### src/sv/itc_pkg.sv
// ----------------------------------------------------------------------------
// itc_pkg
// Shared types and constants of the three-channel interval timer.
// ----------------------------------------------------------------------------
package itc_pkg;

    localparam int CHANNELS_DEF = 3;

    localparam int OP_W     = 2;
    localparam int PORT_W   = 2;
    localparam int DATA_W   = 8;
    localparam int RELOAD_W = 17;
    localparam int DIV_CNT_W = 5;

    localparam logic [RELOAD_W-1:0] RELOAD_FULL = 17'h10000;
    localparam logic [PORT_W-1:0]   PORT_CMD    = 2'd3;
    localparam logic [1:0]          MODE_SQUARE = 2'b11;   // low mode bits of modes 3 and 7

    typedef enum logic [OP_W-1:0] {
        OP_WRITE = 2'd0,
        OP_READ  = 2'd1,
        OP_TICK  = 2'd2,
        OP_NONE  = 2'd3
    } t_op;

    typedef enum logic [1:0] {
        AM_LATCH = 2'd0,
        AM_LO    = 2'd1,
        AM_HI    = 2'd2,
        AM_LOHI  = 2'd3
    } t_access;

    typedef enum logic [1:0] {
        BP_LO    = 2'd0,
        BP_HI    = 2'd1,
        BP_LOHI1 = 2'd2,
        BP_LOHI2 = 2'd3
    } t_byte_phase;

    typedef enum logic [1:0] {
        SEQ_IDLE = 2'b01,
        SEQ_DIV  = 2'b10
    } t_seq_state;

endpackage

### src/sv/itc_if.sv
// ----------------------------------------------------------------------------
// itc_if
// Request and response channels of the interval timer (valid/ready).
// ----------------------------------------------------------------------------
interface itc_req_if import itc_pkg::*; ();
    logic              valid;
    logic              ready;
    logic [OP_W-1:0]   operation;
    logic [PORT_W-1:0] port;
    logic [DATA_W-1:0] data;

    modport source (output valid, output operation, output port, output data, input ready);
    modport sink   (input valid, input operation, input port, input data, output ready);
endinterface

interface itc_rsp_if import itc_pkg::*; ();
    logic              valid;
    logic              ready;
    logic [DATA_W-1:0] read_data;
    logic              irq;
    logic              speaker_out;

    modport source (output valid, output read_data, output irq, output speaker_out,
                    input ready);
    modport sink   (input valid, input read_data, input irq, input speaker_out,
                    output ready);
endinterface

### src/sv/interval_timer_three_channel.sv
// ----------------------------------------------------------------------------
// interval_timer_three_channel
// Up to three interval timer channels behind a byte-wide request port.
// ----------------------------------------------------------------------------
// Each request (byte write, byte read or one count tick) is registered, then
// executed against the channel state once the response register can take its
// result, and the response is registered; one request is taken per cycle while
// the output is not stalled and no tick waits. The exception: if a channel's
// low reload byte is rewritten in lo/hi access while it runs, its phase can
// end up far past the new reload; the next tick then waits on a shared
// bit-serial remainder unit, once per such channel. No clearing pass after reset.
module interval_timer_three_channel import itc_pkg::*; #(
    parameter int CHANNELS = CHANNELS_DEF
) (
    input  logic         i_clk,
    input  logic         i_rst_n,
    itc_req_if.sink      i_req,
    itc_rsp_if.source    o_rsp
);

    // request register
    logic              r_s1_valid;
    logic [OP_W-1:0]   r_s1_op;
    logic [PORT_W-1:0] r_s1_port;
    logic [DATA_W-1:0] r_s1_data;

    // response register
    logic              r_o_valid;
    logic [DATA_W-1:0] r_o_rdata;
    logic              r_o_irq;
    logic              r_o_spk;

    // channel state
    logic [RELOAD_W-1:0] r_reload  [CHANNELS];
    logic [RELOAD_W-1:0] r_phase   [CHANNELS];
    t_access             r_access  [CHANNELS];
    logic [2:0]          r_mode    [CHANNELS];
    logic [DATA_W-1:0]   r_latched [CHANNELS];
    t_byte_phase         r_bphase  [CHANNELS];
    logic [CHANNELS-1:0] r_active;
    logic [CHANNELS-1:0] r_level;

    logic [RELOAD_W-1:0] n_reload  [CHANNELS];
    logic [RELOAD_W-1:0] n_phase   [CHANNELS];
    t_access             n_access  [CHANNELS];
    logic [2:0]          n_mode    [CHANNELS];
    logic [DATA_W-1:0]   n_latched [CHANNELS];
    t_byte_phase         n_bphase  [CHANNELS];
    logic [CHANNELS-1:0] n_active;
    logic [CHANNELS-1:0] n_level;

    // reduced phase for channels that need a full remainder on the next tick
    logic [CHANNELS-1:0] r_fix_valid;
    logic [RELOAD_W-1:0] r_fix_val [CHANNELS];

    // remainder unit
    t_seq_state          r_seq;
    logic [CHANNELS-1:0] r_div_sel;
    logic [RELOAD_W-1:0] r_div_num;
    logic [RELOAD_W-1:0] r_div_den;
    logic [RELOAD_W-1:0] r_div_rem;
    logic [DIV_CNT_W-1:0] r_div_cnt;

    logic [RELOAD_W-1:0] eff   [CHANNELS];
    logic [RELOAD_W:0]   p1    [CHANNELS];
    logic [CHANNELS-1:0] need;
    logic [CHANNELS-1:0] pend;
    logic [CHANNELS-1:0] pick;
    logic [RELOAD_W-1:0] pick_num;
    logic [RELOAD_W-1:0] pick_den;
    logic                s1_tick;
    logic                blocked;
    logic                exec;
    logic                div_start;
    logic                div_done;
    logic [RELOAD_W-1:0] div_trial;
    logic [RELOAD_W-1:0] div_next;
    logic [DATA_W-1:0]   rd;
    logic                irq;
    logic                spk;

    // per-channel reload, phase+1 and the "needs full remainder" test
    always_comb begin
        logic found;
        found    = 1'b0;
        pick     = '0;
        pick_num = '0;
        pick_den = '0;
        for (int c = 0; c < CHANNELS; c++) begin
            eff[c]  = (r_reload[c] == '0) ? RELOAD_FULL : r_reload[c];
            p1[c]   = {1'b0, r_phase[c]} + {{RELOAD_W{1'b0}}, 1'b1};
            need[c] = r_active[c] && (p1[c] >= {eff[c], 1'b0});
        end
        pend = need & ~r_fix_valid;
        for (int c = 0; c < CHANNELS; c++) begin
            if (pend[c] && !found) begin
                found    = 1'b1;
                pick[c]  = 1'b1;
                pick_num = p1[c][RELOAD_W-1:0];
                pick_den = eff[c];
            end
        end
    end

    assign s1_tick   = r_s1_valid && (t_op'(r_s1_op) == OP_TICK);
    assign blocked   = (r_seq != SEQ_IDLE) || (s1_tick && (pend != '0));
    assign exec      = r_s1_valid && !blocked && (!r_o_valid || o_rsp.ready);
    assign div_start = (r_seq == SEQ_IDLE) && s1_tick && (pend != '0);
    assign div_done  = (r_seq == SEQ_DIV) && (r_div_cnt == '0);

    assign i_req.ready = !r_s1_valid || exec;

    // restoring remainder step, one numerator bit per cycle
    assign div_trial = {r_div_rem[RELOAD_W-2:0], r_div_num[RELOAD_W-1]};
    assign div_next  = (div_trial >= r_div_den) ? div_trial - r_div_den : div_trial;

    // execute one request against the channel state
    always_comb begin
        logic [RELOAD_W-1:0] nr;
        logic [RELOAD_W-1:0] np;
        logic [RELOAD_W-1:0] cnt;
        logic                start;
        logic                out;
        for (int c = 0; c < CHANNELS; c++) begin
            n_reload[c]  = r_reload[c];
            n_phase[c]   = r_phase[c];
            n_access[c]  = r_access[c];
            n_mode[c]    = r_mode[c];
            n_latched[c] = r_latched[c];
            n_bphase[c]  = r_bphase[c];
        end
        n_active = r_active;
        n_level  = r_level;
        rd       = '0;
        irq      = 1'b0;
        for (int c = 0; c < CHANNELS; c++) begin
            nr    = r_reload[c];
            np    = r_phase[c];
            start = 1'b0;
            out   = 1'b0;
            cnt   = r_reload[c] - r_phase[c];
            if (exec) begin
                case (t_op'(r_s1_op))
                    OP_WRITE: begin
                        if (r_s1_port == PORT_CMD) begin
                            if (int'(r_s1_data[7:6]) == c) begin
                                n_access[c] = t_access'(r_s1_data[5:4]);
                                n_mode[c]   = r_s1_data[3:1];
                                unique case (t_access'(r_s1_data[5:4]))
                                    AM_LATCH: n_latched[c] = cnt[7:0];
                                    AM_LO: begin
                                        n_bphase[c] = BP_LO;
                                        n_active[c] = 1'b0;
                                    end
                                    AM_HI: begin
                                        n_bphase[c] = BP_HI;
                                        n_active[c] = 1'b0;
                                    end
                                    default: begin
                                        n_bphase[c] = BP_LOHI1;
                                        n_active[c] = 1'b0;
                                    end
                                endcase
                            end
                        end else if (int'(r_s1_port) == c) begin
                            unique case (r_bphase[c])
                                BP_LO: begin
                                    nr    = {9'd0, r_s1_data};
                                    start = 1'b1;
                                end
                                BP_HI: begin
                                    nr    = {1'b0, r_s1_data, 8'd0};
                                    start = 1'b1;
                                end
                                BP_LOHI1: begin
                                    nr          = {1'b0, r_reload[c][15:8], r_s1_data};
                                    n_bphase[c] = BP_LOHI2;
                                end
                                default: begin
                                    nr          = {1'b0, r_s1_data, r_reload[c][7:0]};
                                    n_bphase[c] = BP_LOHI1;
                                    start       = 1'b1;
                                end
                            endcase
                            if (start) begin
                                n_active[c] = 1'b1;
                                n_phase[c]  = '0;
                            end
                            n_reload[c] = (nr == '0) ? RELOAD_FULL : nr;
                        end
                    end
                    OP_READ: begin
                        if (int'(r_s1_port) == c) begin
                            case (r_access[c])
                                AM_LATCH: rd = r_latched[c];
                                AM_HI:    rd = cnt[15:8];
                                default:  rd = cnt[7:0];
                            endcase
                        end
                    end
                    OP_TICK: begin
                        if (r_active[c]) begin
                            if (r_fix_valid[c]) begin
                                np = r_fix_val[c];
                            end else if (p1[c] >= {1'b0, eff[c]}) begin
                                np = RELOAD_W'(p1[c] - {1'b0, eff[c]});
                            end else begin
                                np = p1[c][RELOAD_W-1:0];
                            end
                            out = (r_mode[c][1:0] == MODE_SQUARE) &&
                                  ({1'b0, np} < (({1'b0, eff[c]} + 1'b1) >> 1));
                            n_phase[c] = np;
                        end
                        if (c == 0 && !r_level[c] && out) begin
                            irq = 1'b1;
                        end
                        n_level[c] = out;
                    end
                    default: ;
                endcase
            end
        end
        spk = 1'b0;
        for (int c = 0; c < CHANNELS; c++) begin
            if (c == 2) begin
                spk = n_level[c];
            end
        end
    end

    always_ff @(posedge i_clk) begin
        if (!i_rst_n) begin
            r_s1_valid  <= 1'b0;
            r_o_valid   <= 1'b0;
            r_seq       <= SEQ_IDLE;
            r_fix_valid <= '0;
            r_active    <= '0;
            r_level     <= '0;
            for (int c = 0; c < CHANNELS; c++) begin
                r_reload[c]  <= '0;
                r_phase[c]   <= '0;
                r_access[c]  <= AM_LATCH;
                r_mode[c]    <= '0;
                r_latched[c] <= '0;
                r_bphase[c]  <= BP_LO;
            end
        end else begin
            if (i_req.ready) begin
                r_s1_valid <= i_req.valid;
            end
            r_o_valid <= exec || (r_o_valid && !o_rsp.ready);
            for (int c = 0; c < CHANNELS; c++) begin
                r_reload[c]  <= n_reload[c];
                r_phase[c]   <= n_phase[c];
                r_access[c]  <= n_access[c];
                r_mode[c]    <= n_mode[c];
                r_latched[c] <= n_latched[c];
                r_bphase[c]  <= n_bphase[c];
            end
            r_active <= n_active;
            r_level  <= n_level;

            if (exec) begin
                r_fix_valid <= '0;
            end else if (div_done) begin
                r_fix_valid <= r_fix_valid | r_div_sel;
            end

            unique case (r_seq)
                SEQ_IDLE: begin
                    if (div_start) begin
                        r_seq <= SEQ_DIV;
                    end
                end
                SEQ_DIV: begin
                    if (div_done) begin
                        r_seq <= SEQ_IDLE;
                    end
                end
                default: r_seq <= SEQ_IDLE;
            endcase
        end
    end

    // payload registers
    always_ff @(posedge i_clk) begin
        if (i_req.ready && i_req.valid) begin
            r_s1_op   <= i_req.operation;
            r_s1_port <= i_req.port;
            r_s1_data <= i_req.data;
        end
        if (exec) begin
            r_o_rdata <= rd;
            r_o_irq   <= irq;
            r_o_spk   <= spk;
        end
        if (div_start) begin
            r_div_sel <= pick;
            r_div_num <= pick_num;
            r_div_den <= pick_den;
            r_div_rem <= '0;
            r_div_cnt <= DIV_CNT_W'(RELOAD_W - 1);
        end else if (r_seq == SEQ_DIV) begin
            r_div_num <= {r_div_num[RELOAD_W-2:0], 1'b0};
            r_div_rem <= div_next;
            r_div_cnt <= r_div_cnt - 1'b1;
        end
        for (int c = 0; c < CHANNELS; c++) begin
            if (div_done && r_div_sel[c]) begin
                r_fix_val[c] <= div_next;
            end
        end
    end

    assign o_rsp.valid       = r_o_valid;
    assign o_rsp.read_data   = r_o_rdata;
    assign o_rsp.irq         = r_o_irq;
    assign o_rsp.speaker_out = r_o_spk;

endmodule
### src/flat_wrapper.sv
// flat-port wrapper written by rule: the top's interface ports become plain ports
module interval_timer_three_channel_flat import itc_pkg::*;
#(
    parameter int CHANNELS = CHANNELS_DEF
)
  (i_clk, i_rst_n, i_req_valid, i_req_operation, i_req_port, i_req_data, i_req_ready, o_rsp_valid, o_rsp_read_data, o_rsp_irq, o_rsp_speaker_out, o_rsp_ready);
  itc_req_if i_req_i ();
  itc_rsp_if o_rsp_i ();
  input  logic i_clk;
  input  logic i_rst_n;
  input wire logic [$bits(i_req_i.valid)-1:0] i_req_valid;
  input wire logic [$bits(i_req_i.operation)-1:0] i_req_operation;
  input wire logic [$bits(i_req_i.port)-1:0] i_req_port;
  input wire logic [$bits(i_req_i.data)-1:0] i_req_data;
  output wire logic [$bits(i_req_i.ready)-1:0] i_req_ready;
  output wire logic [$bits(o_rsp_i.valid)-1:0] o_rsp_valid;
  output wire logic [$bits(o_rsp_i.read_data)-1:0] o_rsp_read_data;
  output wire logic [$bits(o_rsp_i.irq)-1:0] o_rsp_irq;
  output wire logic [$bits(o_rsp_i.speaker_out)-1:0] o_rsp_speaker_out;
  input wire logic [$bits(o_rsp_i.ready)-1:0] o_rsp_ready;
  assign i_req_i.valid = i_req_valid;
  assign i_req_i.operation = i_req_operation;
  assign i_req_i.port = i_req_port;
  assign i_req_i.data = i_req_data;
  assign i_req_ready = i_req_i.ready;
  assign o_rsp_valid = o_rsp_i.valid;
  assign o_rsp_read_data = o_rsp_i.read_data;
  assign o_rsp_irq = o_rsp_i.irq;
  assign o_rsp_speaker_out = o_rsp_i.speaker_out;
  assign o_rsp_i.ready = o_rsp_ready;
  interval_timer_three_channel #(.CHANNELS(CHANNELS)) u_core (.i_clk(i_clk), .i_rst_n(i_rst_n), .i_req(i_req_i), .o_rsp(o_rsp_i));
endmodule
### config.mk
export PLATFORM = sky130hd
export DESIGN_NAME = interval_timer_three_channel_flat
export DESIGN_NICKNAME = d
export VERILOG_FILES = /design/src/sv/itc_pkg.sv /design/src/sv/itc_if.sv /design/src/sv/interval_timer_three_channel.sv /design/src/flat_wrapper.sv
export SDC_FILE = /design/constraint.sdc
export NUM_CORES = 1
export LEC_CHECK = 0
export BUFFER_PORTS_ARGS = -buffer_cell sky130_fd_sc_hd__buf_2
export CORE_MARGIN = 2
export CORE_UTILIZATION = 30
export DETAILED_ROUTE_END_ITERATION = 8
export GPL_TIMING_DRIVEN = 0
export SLEW_MARGIN = 40
export SYNTH_ARGS = -nofsm -noshare
export SYNTH_HDL_FRONTEND = slang
export SYNTH_SLANG_ARGS = --single-unit
### constraint.sdc
create_clock -name i_clk -period 10.9 [get_ports i_clk]
set_input_delay 2.18 -clock i_clk [delete_from_list [all_inputs] [get_ports i_clk]]
set_output_delay 2.18 -clock i_clk [all_outputs]
set_load 0.02 [all_outputs]
# After elaboration in Yosys (flattened, before gate mapping)
# Memories as Yosys holds them, arrays and structs flattened.
# Cells that the tools add are included.
[word_totals] ff_bits=92 ramBits=198 input_bits=16 output_inout_bits=12 wordCells=382 memories=7
[classes] add_sub_neg=13 order_cmp=9 n_eq_ne=33 n_mux=212 n_bitwise=22 n_reduce_logical=66
[memory_table] memory="u_core.r_fix_val" words=3 width=17 read_ports=3 rd_ports_with_merged_regs=0 wr=3 line="interval_timer_three_channel.sv:54" source="logic [RELOAD_W-1:0] r_fix_val [CHANNELS];"
[memory_table] memory="u_core.r_phase" words=3 width=17 read_ports=3 rd_ports_with_merged_regs=0 wr=3 line="interval_timer_three_channel.sv:35" source="logic [RELOAD_W-1:0] r_phase [CHANNELS];"
[memory_table] memory="u_core.r_reload" words=3 width=17 read_ports=3 rd_ports_with_merged_regs=0 wr=3 line="interval_timer_three_channel.sv:34" source="logic [RELOAD_W-1:0] r_reload [CHANNELS];"
[memory_table] memory="u_core.r_latched" words=3 width=8 read_ports=3 rd_ports_with_merged_regs=0 wr=3 line="interval_timer_three_channel.sv:38" source="logic [DATA_W-1:0] r_latched [CHANNELS];"
[memory_table] memory="u_core.r_mode" words=3 width=3 read_ports=2 rd_ports_with_merged_regs=0 wr=3 line="interval_timer_three_channel.sv:37" source="logic [2:0] r_mode [CHANNELS];"
[memory_table] memory="u_core.r_access" words=3 width=2 read_ports=3 rd_ports_with_merged_regs=0 wr=3 line="interval_timer_three_channel.sv:36" source="t_access r_access [CHANNELS];"
[memory_table] memory="1 more memories"
[op_table] op="17-bit 2-to-1 mux" n=75
[op_table] op="8-bit 2-to-1 mux" n=24
[op_table] op="16-bit case mux with 3 select lines" n=3
[op_table] op="17-bit logical NOT" n=6
[op_table] op="17-bit case mux with 2 select lines" n=3
[op_table] op="17-bit by 1-bit adder with 18-bit output (second input constant)" n=5
[op_table] op="2-bit 2-to-1 mux" n=35
[op_table] op="17-bit subtractor" n=4
[op_table] op="18-bit by 17-bit >= comparator with 1-bit output" n=3
[op_table] op="18-bit >= comparator" n=3
[op_table] op="8-bit case mux with 2 select lines" n=3
[op_table] op="16-bit subtractor" n=3
[op_table] op="1-bit 2-to-1 mux" n=47
[op_table] op="3-bit 2-to-1 mux" n=15
[op_table] op="17-bit < comparator" n=2
[op_table] op="2-bit equality test (second input constant)" n=16
[op_table] op="1-bit logical AND" n=20
[op_table] op="2-bit logical NOT" n=10
[op_table] op="1-bit bitwise OR" n=18
[op_table] op="2-bit case mux with 3 select lines" n=3
[op_table] op="6-bit AND reduction" n=3
[op_table] op="17-bit >= comparator" n=1
[op_table] op="2-bit case mux with 2 select lines" n=4
[op_table] op="2-bit nonzero test" n=7
[op_table] op="other kinds (18)" n=42

# Longest topological paths before layout
# An unclocked memory read counts as a cell.
[logic_depth] depth_word=20 ltp_mapped=26 ltp_nobuf=24

# Worst setup path after synthesis
# OpenSTA, ideal clock, no wires.
[synth_timing] path_type="register to output" start="memory u_core.r_phase[0][2]" end="output i_req_ready" arrival_time_ps=3406 setup_slack_ps=5314 stages_incl_launch_ff=17 path_buffers=2 path_cell_list="dfxtp_1 > clkbuf_1 > nand2_1 > or3_1 > clkbuf_1 > nor3_1 > xor2_1 > ha_1 > a21o_1 > a21o_1 > a21oi_1 > nor2_1 > a21oi_2 > inv_2 > or3_1 > a31o_2 > nand2_1"
[synth_rtl] item="start, declared" line="interval_timer_three_channel.sv:35"
[synth_rtl] item="end, declared" line="flat_wrapper.sv:15" source="output wire logic [$bits(i_req_i.ready)-1:0] i_req_ready;"

==> results.cfg <==
[clock_tree]
clk_pin_slew_ps = 60
cts-resized-gates = 0
clock_latency_ps = 560
cts_sinks = 285
cts_setup_buffers = 0
cts_root_buf = clkbuf_16
cts_tree = built
cts_buffers = 35
cts_max_path_buffers = 3
htreeDepth = 2
hold_buffers = 0

[grt]
grt_pass1_vias = 18500
grt_overflow_total = 0
antenna_found_initial = 5
grt_usage_pct = 20.3
grt_max_degree = 29
grt_pass1_wl_mm = 114

[timing]
setup_viol = 0
rsz0062_at_grt = false
clock-skew-final_ps = 36.0
tightestPinTransition_ps = 956
final_max_slew_viol_count = 0
period_needed_ps = 7450
fin_tns_setup_ps = 0
hold_viol = 0
fmax_mhz = 134
period_share_pct = 68.4
slew_headroom_pct = 35.8

[setup_path]
startpoint_type = flop
required_ps = 8720
endpoint_kind = primary output
r2r-start = u_core.r_phase[0][34]
arrival_ps = 5270
cp-startpoint = u_core.r_phase[0][34]
cp_max_fo = 10
worstSetupPathType = flop to primary output

[logic_synthesis]
ys_async_sr_fraction_pct = 0
synth_top_cell_by_area = dfxtp_1
syn-num-nets = 2810
synth-seq-area-share_pct = 31.9
synth_area_leaders = dfxtp_1, edfxtp_1, ha_1
syn_area_um2 = 21400
syn_area_per_cell_um2 = 8.31
yosys_warnings = 0
synth_edf_count = 114
synthFlopType = dfxtp_1
yosysUniqueCellTypes = 79
synthCells = 2582
ys_ff_latch = 285
synth_top_area_share_pct = 16.0

[cells_and_area]
drive_gt1_share_pct = 6.51
final_common_cell = nor2_1
nNetsFinal = 2875
area_delta_synth_final_pct = 11.9
final_area_um2 = 24000
final_cell_mix = nor2_1, nand2_1, ha_1

[placed_design]
dpl-instance-area_um2 = 22800
port_buffers = 27
dpl.hpwl_mm = 60.7
gp_congestion = 0.998

[pwr]
power.density_nw_per_um2 = 104
pwr-share-clk_pct = 48.4
switching_share_pct = 24.6
p_leak_nw = 9.30
combinationalPowerShare_pct = 6.7
switchingPower_uw = 612
p_seq_share_pct = 44.8
peakVddDrop_mv = 0.0880
power_mw = 2.49
p_int_mw = 1.88

[detailed_routing]
antenna_left = 0
wl_met1_mm = 33.9
wl_per_cell_um = 21.3
via_per_inst = 5.48
first_pass_iters = 6
wl_mm = 77.2
top_layer = met4
drt_iter0_drc = 2153
met2WireLength_mm = 34.3
wl_met3_mm = 6.04
vias = 19800
drc = 0

[outcome]
status = finished clean

[floorplan]
die-area_um2 = 73600
initial_core_util_pct = 30.2
rows = 98
die_width_um = 271
coreArea_um2 = 71100
die_y_um = 271
ioPinCount = 28

[min_path]
hold_start = u_core.r_latched[0][13]
hold_class = flop to flop

[job]
maxCapViolations = 0
==> metal layers <==
metal,track usage (%),vias to the layer above
met5,0,-
met4,7.81,0
met3,3.67,151
met2,32.3,743
met1,27.1,9450
li1,-,9504
==> synth_stat cells, drive strengths merged, types with 32 or more instances <==
master / number
a21o: 53
a21oi: 166
a22o: 32
a22oi: 56
and3: 32
clkbuf: 93
dfxtp: 171
edfxtp: 114
ha: 205
inv: 167
mux2: 39
mux2i: 32
nand2: 228
nand3: 119
nand4: 34
nor2: 251
nor3: 71
o21a: 32
o21ai: 161
xnor2: 129
==> sequential cells by signal, summed over array words and instances, names as in the netlist, 4 cells and up <==
| register | cells |
|---|---|
| u_core.r_bphase | 6 |
| u_core.r_phase | 51 |
| u_core.r_div_den | 17 |
| u_core.r_div_rem | 16 |
| u_core.o_rsp.read_data | 8 |
| u_core.r_mode | 4 |
| u_core.r_div_cnt | 5 |
| u_core.r_fix_val | 51 |
| u_core.r_reload | 51 |
| u_core.r_div_num | 17 |
| u_core.r_latched | 24 |
| u_core.r_access | 6 |
| u_core.r_s1_data | 8 |
==> power by group through the flow <==
stage / Combinational (mW) / Clock (mW) / Sequential, mW
after global routing: 0.180 / 1.27 / 1.12
after detailed placement: 0.163 / 0 / 1.14
after floorplan: 0.106 / 0 / 1.14
final: 0.168 / 1.21 / 1.12
after global placement: 0.163 / 0 / 1.14
after CTS: 0.164 / 1.23 / 1.12
==> through the flow <==
step | util, % | hold WS [ps] | std cells | worst slack (ps)
after global placement | 32.0 | 439 | 3559 | 4130
after detailed placement | 32.1 | 444 | 3559 | 4100
final | 33.8 | 452 | 3624 | 3450
after CTS | 33.7 | 452 | 3622 | 3490
after global routing | 33.7 | 476 | 3623 | 3150
after floorplan | - | 428 | 2582 | 5310
==> final timing paths <==
check | end | slack, ps | depth (start not counted)
min reg2reg | u_core.r_latched[0][13] | 450 | 2
max reg2reg | u_core.r_level[2] | 4100 | 22
min | u_core.r_latched[0][13] | 450 | 2
max | i_req_ready | 3450 | 14
==> cell families (layout without fill, tap and decap cells) <==
group	Yosys count	in the layout	synth area share, %
buf+inv	281	372	5.03
simple gates	884	884	19.4
xor+xnor	158	158	6.45
other cells	0	1	0
fa+ha+maj	212	212	12.6
mux	71	71	3.54
compound gates	691	691	21.1
flops	285	285	31.9
==> critical path, cell delays in order (launching register included) <==
cell and delay, ps:
dfxtp_1 660, nand4_1 350, nor3_1 610, nand2_1 140, xnor2_1 480, ha_1 340, a21o_1 190, a211oi_1 340
nand2_1 90, o2111ai_1 140, nor2_1 240, or3_1 430, a31o_2 310, nand2_1 200, buf_2 210
==> layout make-up <==
| cell class | count | area (µm²) |
|---|---|---|
| Sequential cell | 285 | 6850 |
| Buffer | 113 | 449 |
| Clock buffer | 44 | 941 |
| Fill cell | 7518 | 47100 |
| Multi-Input combinational cell | 2016 | 13600 |
| Timing Repair Buffer | 28 | 146 |
| Inverter | 168 | 632 |
| Antenna cell | 1 | 2.50 |
| Clock inverter | 19 | 221 |
| Tap cell | 950 | 1190 |
Power figures use the tool's default switching activity.
